## config.mk

```make
export PLATFORM = sky130hd
export DESIGN_NAME = humidity_temp_frame_decoder_flat
export DESIGN_NICKNAME = d
export VERILOG_FILES = /design/src/rtl/htfd_pkg.sv /design/src/rtl/htfd_if.sv /design/src/rtl/humidity_temp_frame_decoder.sv /design/src/rtl/htfd_fold.sv /design/src/flat_wrapper.sv
export SDC_FILE = /design/constraint.sdc
export NUM_CORES = 1
export LEC_CHECK = 0
export ABC_AREA = 1
export BUFFER_PORTS_ARGS = -buffer_cell sky130_fd_sc_hd__buf_2
export CORE_AREA = 2 2 145 147
export CTS_BUF_LIST = sky130_fd_sc_hd__clkbuf_16
export DETAILED_ROUTE_END_ITERATION = 10
export DIE_AREA = 0 0 147 149
export GPL_ROUTABILITY_DRIVEN = 0
export PLACE_DENSITY = 0.75
export SETUP_SLACK_MARGIN = 0.1
export SLEW_MARGIN = 0
export SYNTH_ARGS = -nofsm -noshare
export SYNTH_HDL_FRONTEND = slang
export SYNTH_SLANG_ARGS = --single-unit
```

## constraint.sdc

```tcl
create_clock -name clk -period 13.31 [get_ports clk]
set_clock_uncertainty 0.2 [all_clocks]
set_input_delay 0.6655 -clock clk [delete_from_list [all_inputs] [get_ports clk]]
set_output_delay 0.6655 -clock clk [all_outputs]
set_load 0.05 [all_outputs]
```

## src/rtl/htfd_pkg.sv

```systemverilog
// Package for the humidity and temperature frame decoder.
// Holds the payload types, the frame position codes, the scaling constants and the CRC byte step.
// No dependencies.
package htfd_pkg;

  typedef logic signed [14:0] temp_centi_t;
  typedef logic [13:0]        hum_centi_t;

  typedef enum logic [2:0] {
    POS_T_HI  = 3'd0,
    POS_T_LO  = 3'd1,
    POS_T_CRC = 3'd2,
    POS_H_HI  = 3'd3,
    POS_H_LO  = 3'd4,
    POS_H_CRC = 3'd5
  } pos_t;

  localparam logic [7:0]  CRC_POLY    = 8'h31;
  localparam logic [7:0]  CRC_INIT    = 8'hFF;
  localparam logic [14:0] TEMP_SPAN   = 15'd17500;
  localparam logic [14:0] TEMP_OFFSET = 15'd4500;
  localparam logic [13:0] HUM_SPAN    = 14'd10000;
  localparam logic [16:0] FULL_SCALE  = 17'd65535;

  function automatic logic [7:0] crc8_step(input logic [7:0] crc, input logic [7:0] data);
    logic [7:0] v;
    v = crc ^ data;
    for (int k = 0; k < 8; k++) begin
      if (v[7]) begin
        v = {v[6:0], 1'b0} ^ CRC_POLY;
      end else begin
        v = {v[6:0], 1'b0};
      end
    end
    return v;
  endfunction

endpackage

```

## src/rtl/htfd_if.sv

```systemverilog
// Channel interfaces of the frame decoder: received bytes in, decoded measurements out.
// Depends on htfd_pkg for the payload types.
interface htfd_in_if;
  logic       valid;
  logic       ready;
  logic [7:0] rx_byte;
  logic       frame_start;

  modport source (output valid, output rx_byte, output frame_start, input ready);
  modport sink (input valid, input rx_byte, input frame_start, output ready);
endinterface

interface htfd_out_if;
  logic                 valid;
  logic                 ready;
  logic                 status;
  htfd_pkg::temp_centi_t temperature_centi;
  htfd_pkg::hum_centi_t  humidity_centi;

  modport source (output valid, output status, output temperature_centi,
                  output humidity_centi, input ready);
  modport sink (input valid, input status, input temperature_centi,
                input humidity_centi, output ready);
endinterface

```

## src/rtl/humidity_temp_frame_decoder.sv

```systemverilog
// Top level of the humidity and temperature frame decoder: CRC check and scaling of six-byte frames.
// Depends on htfd_pkg, htfd_in_if, htfd_out_if and htfd_fold.
//
//   channel   direction  beat payload
//   in_bus    sink       rx_byte, frame_start
//   out_bus   source     status, temperature_centi, humidity_centi
//
// One byte is taken per cycle while the input is not stalled; the result of a frame is offered
// in the cycle after its sixth byte. The raw words are multiplied into registers as their low
// bytes arrive, and the sixth byte folds both products into the result register.
// A held result that the receiver does not take stalls the input while the decoder waits for
// the sixth byte of a frame.
// Reset is synchronous and returns the decoder to byte zero with no result pending.
module humidity_temp_frame_decoder (
  input logic       clk,
  input logic       rst_n,
  htfd_in_if.sink   in_bus,
  htfd_out_if.source out_bus
);

  htfd_pkg::pos_t pos_r, pos_nxt, pos_eff;
  logic [7:0]  crc_r, crc_nxt, crc_step;
  logic [7:0]  held_r;
  logic        temp_good_r, temp_good_nxt;
  logic [30:0] temp_prod_r, hum_prod_r;
  logic [14:0] temp_q, hum_q;
  logic        accept, last_byte, frame_ok;

  logic                  out_valid_r;
  logic                  status_r;
  htfd_pkg::temp_centi_t temp_r;
  htfd_pkg::hum_centi_t  hum_r;

  assign in_bus.ready = !out_valid_r || out_bus.ready || (pos_r != htfd_pkg::POS_H_CRC);
  assign accept       = in_bus.valid && in_bus.ready;

  always_comb begin
    if (in_bus.frame_start) begin
      pos_eff = htfd_pkg::POS_T_HI;
    end else begin
      pos_eff = pos_r;
    end
    last_byte = (pos_eff == htfd_pkg::POS_H_CRC);
    frame_ok  = temp_good_r && (crc_r == in_bus.rx_byte);
    pos_nxt   = pos_r;
    crc_nxt   = crc_r;
    temp_good_nxt = temp_good_r;
    crc_step  = htfd_pkg::crc8_step(crc_r, in_bus.rx_byte);
    unique case (pos_eff)
      htfd_pkg::POS_T_HI, htfd_pkg::POS_H_HI: begin
        crc_step = htfd_pkg::crc8_step(htfd_pkg::CRC_INIT, in_bus.rx_byte);
        crc_nxt  = crc_step;
      end
      htfd_pkg::POS_T_LO, htfd_pkg::POS_H_LO: begin
        crc_nxt = crc_step;
      end
      htfd_pkg::POS_T_CRC: begin
        temp_good_nxt = (crc_r == in_bus.rx_byte);
        crc_nxt       = htfd_pkg::CRC_INIT;
      end
      htfd_pkg::POS_H_CRC: begin
        crc_nxt = htfd_pkg::CRC_INIT;
      end
      default: begin
        crc_nxt = crc_r;
      end
    endcase
    if (last_byte) begin
      pos_nxt = htfd_pkg::POS_T_HI;
    end else begin
      pos_nxt = htfd_pkg::pos_t'(pos_eff + 3'd1);
    end
  end

  always_ff @(posedge clk) begin
    if (!rst_n) begin
      pos_r       <= htfd_pkg::POS_T_HI;
      crc_r       <= htfd_pkg::CRC_INIT;
      held_r      <= 8'd0;
      temp_good_r <= 1'b0;
    end else if (accept) begin
      pos_r       <= pos_nxt;
      crc_r       <= crc_nxt;
      temp_good_r <= temp_good_nxt;
      if (pos_eff == htfd_pkg::POS_T_HI || pos_eff == htfd_pkg::POS_H_HI) begin
        held_r <= in_bus.rx_byte;
      end
    end
  end

  always_ff @(posedge clk) begin
    if (accept && pos_eff == htfd_pkg::POS_T_LO) begin
      temp_prod_r <= {15'd0, held_r, in_bus.rx_byte} * {16'd0, htfd_pkg::TEMP_SPAN};
    end
    if (accept && pos_eff == htfd_pkg::POS_H_LO) begin
      hum_prod_r <= {1'b0, {14'd0, held_r, in_bus.rx_byte} * {16'd0, htfd_pkg::HUM_SPAN}};
    end
  end

  htfd_fold u_temp_fold (
    .prod (temp_prod_r),
    .quot (temp_q)
  );

  htfd_fold u_hum_fold (
    .prod (hum_prod_r),
    .quot (hum_q)
  );

  always_ff @(posedge clk) begin
    if (!rst_n) begin
      out_valid_r <= 1'b0;
    end else if (accept && last_byte) begin
      out_valid_r <= 1'b1;
    end else if (out_bus.ready) begin
      out_valid_r <= 1'b0;
    end
  end

  always_ff @(posedge clk) begin
    if (accept && last_byte) begin
      status_r <= !frame_ok;
      if (frame_ok) begin
        temp_r <= htfd_pkg::temp_centi_t'(temp_q - htfd_pkg::TEMP_OFFSET);
        hum_r  <= hum_q[13:0];
      end else begin
        temp_r <= '0;
        hum_r  <= '0;
      end
    end
  end

  assign out_bus.valid             = out_valid_r;
  assign out_bus.status            = status_r;
  assign out_bus.temperature_centi = temp_r;
  assign out_bus.humidity_centi    = hum_r;

  a_pos_range: assert property (@(posedge clk) disable iff (!rst_n)
    pos_r == htfd_pkg::POS_T_HI || pos_r == htfd_pkg::POS_T_LO ||
    pos_r == htfd_pkg::POS_T_CRC || pos_r == htfd_pkg::POS_H_HI ||
    pos_r == htfd_pkg::POS_H_LO || pos_r == htfd_pkg::POS_H_CRC)
    else $error("frame position out of range");

  a_result_after_last: assert property (@(posedge clk) disable iff (!rst_n)
    $rose(out_valid_r) |-> $past(accept) && $past(last_byte) && pos_r == htfd_pkg::POS_T_HI)
    else $error("result raised without a sixth byte");

  a_error_zero: assert property (@(posedge clk) disable iff (!rst_n)
    out_valid_r && status_r |-> temp_r == '0 && hum_r == '0)
    else $error("mismatch result carries nonzero values");

  a_ok_range: assert property (@(posedge clk) disable iff (!rst_n)
    out_valid_r && !status_r |-> hum_r <= 14'd10000 &&
      temp_r >= -15'sd4500 && temp_r <= 15'sd13000)
    else $error("decoded value out of range");

endmodule

```

## src/rtl/htfd_fold.sv

```systemverilog
// Quotient of a scaled raw word by full scale (65535), without a divider.
// Depends on htfd_pkg for the full-scale constant.
module htfd_fold (
  input  logic [30:0] prod,
  output logic [14:0] quot
);

  logic [14:0] q0;
  logic [16:0] rem;

  // x = q0 * 65536 + lo = q0 * 65535 + (q0 + lo); the remainder stays below twice 65535.
  always_comb begin
    q0   = prod[30:16];
    rem  = {1'b0, prod[15:0]} + {2'b00, q0};
    quot = q0 + {14'd0, (rem >= htfd_pkg::FULL_SCALE)};
  end

endmodule

```

## src/flat_wrapper.sv

```systemverilog
// flat-port wrapper written by rule: the top's interface ports become plain ports
module humidity_temp_frame_decoder_flat 
  (clk, rst_n, in_bus_valid, in_bus_rx_byte, in_bus_frame_start, in_bus_ready, out_bus_valid, out_bus_status, out_bus_temperature_centi, out_bus_humidity_centi, out_bus_ready);
  htfd_in_if in_bus_i ();
  htfd_out_if out_bus_i ();
  input logic clk;
  input logic rst_n;
  input wire logic [$bits(in_bus_i.valid)-1:0] in_bus_valid;
  input wire logic [$bits(in_bus_i.rx_byte)-1:0] in_bus_rx_byte;
  input wire logic [$bits(in_bus_i.frame_start)-1:0] in_bus_frame_start;
  output wire logic [$bits(in_bus_i.ready)-1:0] in_bus_ready;
  output wire logic [$bits(out_bus_i.valid)-1:0] out_bus_valid;
  output wire logic [$bits(out_bus_i.status)-1:0] out_bus_status;
  output wire logic [$bits(out_bus_i.temperature_centi)-1:0] out_bus_temperature_centi;
  output wire logic [$bits(out_bus_i.humidity_centi)-1:0] out_bus_humidity_centi;
  input wire logic [$bits(out_bus_i.ready)-1:0] out_bus_ready;
  assign in_bus_i.valid = in_bus_valid;
  assign in_bus_i.rx_byte = in_bus_rx_byte;
  assign in_bus_i.frame_start = in_bus_frame_start;
  assign in_bus_ready = in_bus_i.ready;
  assign out_bus_valid = out_bus_i.valid;
  assign out_bus_status = out_bus_i.status;
  assign out_bus_temperature_centi = out_bus_i.temperature_centi;
  assign out_bus_humidity_centi = out_bus_i.humidity_centi;
  assign out_bus_i.ready = out_bus_ready;
  humidity_temp_frame_decoder u_core (.clk(clk), .rst_n(rst_n), .in_bus(in_bus_i), .out_bus(out_bus_i));
endmodule
```

Word-level counts from Yosys, hierarchy flattened. Cells that the tools add are included.

Input bits: 13. Register bits after elaboration: 106. Word-level logic and storage cells: 92. Output and inout bits: 32.

Add/subtract/negate cells: 6. Bitwise logic cells: 18. Multiply operators: 2. Equal/unequal tests: 7. Reduce and logical (&&, ||, !) cells: 19. Multiplexer cells: 28. $lt $le $gt $ge: 2.

Operators with widths (count): $mux 6 (16); $mux 8 (7); $not 3->3 (16); $ge 17x16->1 const B (2); $mul 16x13->29 const B (1); $mul 16x10->26 const B (1); $pmux 8 s3 (1); $add 16x14->17 (1); $add 16x15->17 (1); $add 15x1->15 (1); $sub 15x13->15 const B (1); $add 14x1->14 (1); $eq 8x8->1 (1); $not 8->8 (1); $xor 8x8->8 (1); $eq 3x2->1 const B (2); $eq 3x3->1 const B (2); $mux 3 (2); $reduce_and 2->1 (3); $reduce_or 2->1 (3); $logic_and 1x1->1 (5); $add 3x1->3 const B (1); $eq 3x1->1 const B (1); $logic_not 3->1 (1); other kinds (6) (10).

Depth between registers and ports, before layout.
Depth after elaboration: 25. Gate-level depth with buffers: 28. Gate-level depth less buffers: 28.

Hierarchy. From an unflattened synthesis, not the netlist that was laid out.

Cell total of the unflattened synthesis: 1754. Area total of the unflattened synthesis: 13471.7 sq um.

By module, submodules not included: humidity_temp_frame_decoder (seq. area each 2972.9 sq um, times used 1, cells each 1255, area an instance 10849.2 sq um); htfd_fold (u_core.u_temp_fold) (seq. area each 0.0 sq um, times used 1, cells each 255, area an instance 1327.5 sq um); htfd_fold (u_core.u_hum_fold) (seq. area each 0.0 sq um, times used 1, cells each 244, area an instance 1295.0 sq um).

Worst setup path before layout. No wires, ideal clock.

Kind: input to register. Start point: in in_bus_rx_byte[4]. End point: reg u_core.hum_prod_r[23], data pin. Library setup time: 265 ps. Data required time: 12845 ps. Arrival: 4269 ps. Path buffers: 0. Stages: 19. Path slack: 8576 ps. Cell sequence: inv_1 fa_1 inv_1 ha_1 inv_1 fa_1 inv_1 ha_1 inv_1 fa_1 inv_1 ha_1 a21oi_1 nor2_1 nor2_1 nand2_1 a21oi_1 o21ai_0 xor2_1.

Cells in the longest elaborated chain, start to end: 1.

RTL lines: start, declared (RTL line flat_wrapper.sv:9) `input wire logic [$bits(in_bus_i.rx_byte)-1:0] in_bus_rx_byte;`; $mul 16x10->26 (RTL line humidity_temp_frame_decoder.sv:96) `hum_prod_r <= {1'b0, {14'd0, held_r, in_bus.rx_byte} * {16'd0, htfd_pkg::HUM_SPAN}};`; end signal, assigned (RTL line humidity_temp_frame_decoder.sv:96); end, declared (RTL line humidity_temp_frame_decoder.sv:25) `logic [30:0] temp_prod_r, hum_prod_r;`.

No other way between the ends. A chain may end at the register's enable or synchronous reset.

Worst setup path in the final report.
Start point: reg u_core.held_r[5]. End point: reg u_core.hum_prod_r[28], data pin.

Cells in the longest elaborated chain, start to end: 1.

RTL lines: start, declared (RTL line humidity_temp_frame_decoder.sv:23) `logic [7:0] held_r;`; start signal, assigned (RTL line humidity_temp_frame_decoder.sv:86) `held_r <= in_bus.rx_byte;`; $mul 16x10->26 (RTL line humidity_temp_frame_decoder.sv:96).

No other way between the ends.

==> metrics.txt <==
# TYPE chip_impl_metric gauge
chip_impl_info{name="synth.top_cells.by_area",value="edfxtp_1, ha_1, fa_1"} 1
chip_impl_metric{name="rows",unit=""} 53
chip_impl_metric{name="antenna_found_initial",unit=""} 0
chip_impl_metric{name="use_met3",unit="%"} 2.997
chip_impl_info{name="critPathCaptureType",value="flop"} 1
chip_impl_metric{name="numPortBuffers",unit=""} 44
chip_impl_info{name="crit_top_cell",value="inv_1"} 1
chip_impl_info{name="yosys-top-cells-count",value="inv_1, nand2_1, ha_1"} 1
chip_impl_metric{name="synthesis.nets",unit=""} 1754
chip_impl_metric{name="power.sequential.fraction",unit="%"} 23.4
chip_impl_metric{name="first_global_vias",unit=""} 9102
chip_impl_metric{name="finalSetupViolations",unit=""} 0
chip_impl_metric{name="firstDrtPassIters",unit=""} 5
chip_impl_metric{name="grt_max_degree",unit=""} 33
chip_impl_metric{name="via_count",unit=""} 9573
chip_impl_metric{name="crit_path_max_incr_delay",unit="ps"} 620
chip_impl_metric{name="worst_slew_pin_slew",unit="ps"} 800.6
chip_impl_metric{name="worst_setup_hold_path_clk_slew",unit="ps"} 80
chip_impl_metric{name="power.density_cell_area",unit="nW/um^2"} 151.7
chip_impl_metric{name="cp_data_required_time",unit="ps"} 13220
chip_impl_metric{name="layout.core_utilization",unit="%"} 62.96
chip_impl_info{name="run_status",value="completed"} 1
chip_impl_metric{name="finalWirelength",unit="mm"} 25.95
chip_impl_metric{name="timing.critical_path.arrival",unit="ps"} 5000
chip_impl_metric{name="layoutNonFillerInstCount",unit=""} 1799
chip_impl_metric{name="route.detailed.wl_per_inst",unit="um"} 14.43
chip_impl_metric{name="slew_headroom",unit="%"} 46.50
chip_impl_metric{name="clock_sinks",unit=""} 106
chip_impl_metric{name="power.share.switching",unit="%"} 47.28
chip_impl_metric{name="drt-initial-drc-count",unit=""} 577
chip_impl_metric{name="antenna_cells",unit=""} 0
chip_impl_metric{name="groute.layer.met1.usage",unit="%"} 34.07
chip_impl_info{name="critPathTopFamily",value="adder cells"} 1
chip_impl_metric{name="cts_htree_levels",unit=""} 3
chip_impl_metric{name="post_synth.cell_area_avg",unit="um^2"} 8.237
chip_impl_metric{name="post-layout-total-power",unit="mW"} 1.963
chip_impl_info{name="critPathSlowestCell",value="dfxtp_1"} 1
chip_impl_metric{name="synth_edf_count",unit=""} 85
chip_impl_info{name="crit_chain",value="inv_1 -> fa_1 -> inv_1 -> ha_1 -> inv_1 -> fa_1 -> inv_1 -> ha_1 -> ha_1 -> ha_1 -> nand2_1 -> nor2_1 -> inv_1 -> nor4_1 -> nand4_1 -> nand3_1 -> xor2_1"} 1
chip_impl_metric{name="area_growth",unit="%"} 7.103
chip_impl_info{name="grt_setup_unrepaired",value="no"} 1
chip_impl_metric{name="post_dp_cell_area",unit="um^2"} 12640
chip_impl_metric{name="dp.cells",unit=""} 1783
chip_impl_metric{name="finalCritPeriodShare",unit="%"} 38.22
chip_impl_metric{name="synth_top_cell_area_share",unit="%"} 21.12
chip_impl_info{name="synth-main-ff-cell",value="edfxtp_1"} 1
chip_impl_metric{name="final-max-slew-violation-count",unit=""} 0
chip_impl_metric{name="timing.critical_path.buf_inv",unit=""} 5
chip_impl_metric{name="layout.nets",unit=""} 1806
chip_impl_info{name="worst_setup_path_start_kind",value="flop"} 1
chip_impl_metric{name="number_of_hold_violations_in_the_final_report",unit=""} 0
chip_impl_metric{name="fp.dieH",unit="um"} 149
chip_impl_info{name="synth_top_area_cell",value="edfxtp_1"} 1
chip_impl_metric{name="yosysWarningCount",unit=""} 0
chip_impl_info{name="hold_class",value="reg2reg"} 1
chip_impl_metric{name="postCtsSetupBuffers",unit=""} 0
chip_impl_metric{name="dpl_hpwl",unit="mm"} 21.61
chip_impl_metric{name="route.detailed.drc",unit=""} 0
chip_impl_metric{name="design_internal_power",unit="mW"} 1.035
chip_impl_metric{name="cts_made_buffers",unit=""} 9
chip_impl_metric{name="vdd_ir_drop_max",unit="mV"} 0.08179
chip_impl_info{name="synth_most_common_cell",value="inv_1"} 1
chip_impl_metric{name="core_region_area",unit="um^2"} 20560
chip_impl_metric{name="clockPowerShare",unit="%"} 14.0
chip_impl_metric{name="ant_nets",unit=""} 0
chip_impl_metric{name="wire_length_of_the_first_global_routing_pass",unit="mm"} 42.88
chip_impl_metric{name="syn_area",unit="um^2"} 12080
chip_impl_metric{name="ys_seq_elements",unit=""} 106
chip_impl_metric{name="floorplan.die_area",unit="um^2"} 21900
chip_impl_metric{name="maxClockFrequency",unit="GHz"} 0.1966
chip_impl_metric{name="grt_util_all_layers",unit="%"} 24.42
chip_impl_metric{name="synth.yosys.seq_area_share",unit="%"} 24.60
chip_impl_metric{name="final_cell_area",unit="um^2"} 12940
chip_impl_info{name="tritoncts",value="yes"} 1
chip_impl_metric{name="power.combinational.fraction",unit="%"} 62.6
chip_impl_metric{name="via_per_inst",unit=""} 5.321
chip_impl_metric{name="maxCapViolCount",unit=""} 0
chip_impl_metric{name="finalCriticalPeriod",unit="ps"} 5087
chip_impl_metric{name="synthesis.instances",unit=""} 1467
chip_impl_info{name="crit_path_class",value="reg2reg"} 1
chip_impl_metric{name="die_width",unit="um"} 147
chip_impl_metric{name="post_cts_resize_count",unit=""} 0
chip_impl_metric{name="fillerInstances",unit=""} 1796
chip_impl_metric{name="cts.path.max_buffers",unit=""} 2
chip_impl_metric{name="insertion_delay",unit="ps"} 360
chip_impl_metric{name="asyncSetResetFlopFracSynth",unit="%"} 0
chip_impl_metric{name="floorplan.initialDensity",unit="%"} 58.78
chip_impl_metric{name="peak_fanout_along_the_critical_path",unit=""} 8
chip_impl_metric{name="met2_usage",unit="%"} 40.85
chip_impl_info{name="clock_tree.root_cell",value="clkbuf_16"} 1
chip_impl_metric{name="power.switching",unit="mW"} 0.9282
chip_impl_info{name="top_usage_layer",value="met2"} 1
chip_impl_metric{name="io_pins",unit=""} 45
chip_impl_metric{name="cts_hold_buf",unit=""} 0
chip_impl_metric{name="final.setup.tns",unit="ps"} 0
chip_impl_metric{name="layout-drive-gt1-share",unit="%"} 6.430
chip_impl_metric{name="grt.overflow.total",unit=""} 0
chip_impl_metric{name="netlist-cell-type-count",unit=""} 46
chip_impl_metric{name="power.static_leakage",unit="nW"} 6.679
-- area by class of cell --
| type | count | area (um^2) | area share (%) |
|---|---|---|---|
| multi-input combinational | 1031 | 7863 | 60.75 |
| tap | 275 | 344.1 | 2.659 |
| clock inverter | 7 | 76.32 | 0.5897 |
| timing repair buffer | 47 | 242.7 | 1.875 |
| clock buffer | 9 | 225.2 | 1.740 |
| inverter | 324 | 1219 | 9.416 |
| sequential | 106 | 2973 | 22.97 |
-- tightest hold or removal path, stage by stage (launching register included) --
cell     delay [ps]
dfxtp_1         340
a21oi_1          70
nand2_1          60
-- final timing paths --
check	start	endpoint	slack [ps]	cells after the start
worst max-delay path	u_core.held_r[5]	u_core.hum_prod_r[28]	8220	17
worst min-delay path	u_core.crc_r[0]	u_core.crc_r[0]	300	2
worst max register to register	u_core.held_r[5]	u_core.hum_prod_r[28]	8220	17
worst min register to register	u_core.crc_r[0]	u_core.crc_r[0]	300	2
-- placed cells by master (no fill, tap or decap), types with 3 or more instances in the layout --
| cell type | count |
|---|---|
| dfxtp_1 | 21 |
| a21oi_1 | 90 |
| fa_1 | 82 |
| nand2_1 | 266 |
| a21o_1 | 8 |
| a21oi_2 | 4 |
| nor4_1 | 4 |
| a21boi_0 | 3 |
| nor3b_1 | 3 |
| inv_1 | 317 |
| nand4_1 | 17 |
| xnor2_1 | 21 |
| nor3_1 | 12 |
| inv_2 | 5 |
| nor2_1 | 119 |
| nor3_2 | 3 |
| clkbuf_16 | 9 |
| o21a_1 | 3 |
| nor2_2 | 4 |
| nor2_4 | 3 |
| nand3_1 | 59 |
| a211oi_1 | 4 |
| o21ai_0 | 49 |
| edfxtp_1 | 85 |
| nand2_2 | 3 |
| ha_1 | 192 |
| xor2_1 | 46 |
| or2_2 | 4 |
| buf_4 | 3 |
| nand3b_1 | 6 |
| o21ai_1 | 4 |
| o21bai_1 | 7 |
| buf_2 | 44 |
-- power groups by stage --
stage / sequential, mW / combinational, mW / clock, mW
3_3_place_gp: 0.466 / 1.19 / 0
5_1_grt: 0.462 / 1.40 / 0.291
4_1_cts: 0.459 / 1.23 / 0.279
3_5_place_dp: 0.466 / 1.21 / 0
2_1_floorplan: 0.460 / 0.931 / 0
6_report: 0.459 / 1.23 / 0.276
-- registers in the layout, indices dropped and copies added (netlist names) --
name	flops
u_core.out_bus.status	1
u_core.pos_r	3
u_core.temp_prod_r	29
u_core.out_bus.valid	1
u_core.held_r	8
u_core.out_bus.temperature_centi	15
u_core.crc_r	8
u_core.hum_prod_r	26
u_core.out_bus.humidity_centi	14
u_core.temp_good_r	1
-- per-stage QoR --
stage	hold slack (ps)	setup WS [ps]
after global routing	335.5	7899
after detailed placement	284.1	7889
after floorplan	262.1	8576
after global placement	273.9	7960
after CTS	301.5	8241
final	301.3	8223
-- per-layer routing --
metal	part of all wire, %	wire (um)
met1	46	11960
met2	47	12250
met3	5.3	1381
met4	1.4	363
met5	0	0
-- kinds of logic (layout without fill, tap and decap cells) --
| logic type | count (synthesis) | count (layout) | synth area share, % |
|---|---|---|---|
| buffers and inverters | 330 | 387 | 10.37 |
| AOI/OAI and AO/OA | 178 | 178 | 8.221 |
| adders and majority gates | 274 | 274 | 33.46 |
| xor gates and xnor gates | 70 | 70 | 5.260 |
| DFF | 106 | 106 | 24.60 |
| and+or+nand+nor | 509 | 509 | 18.08 |
Note: power is estimated with default switching activity, not from simulation.
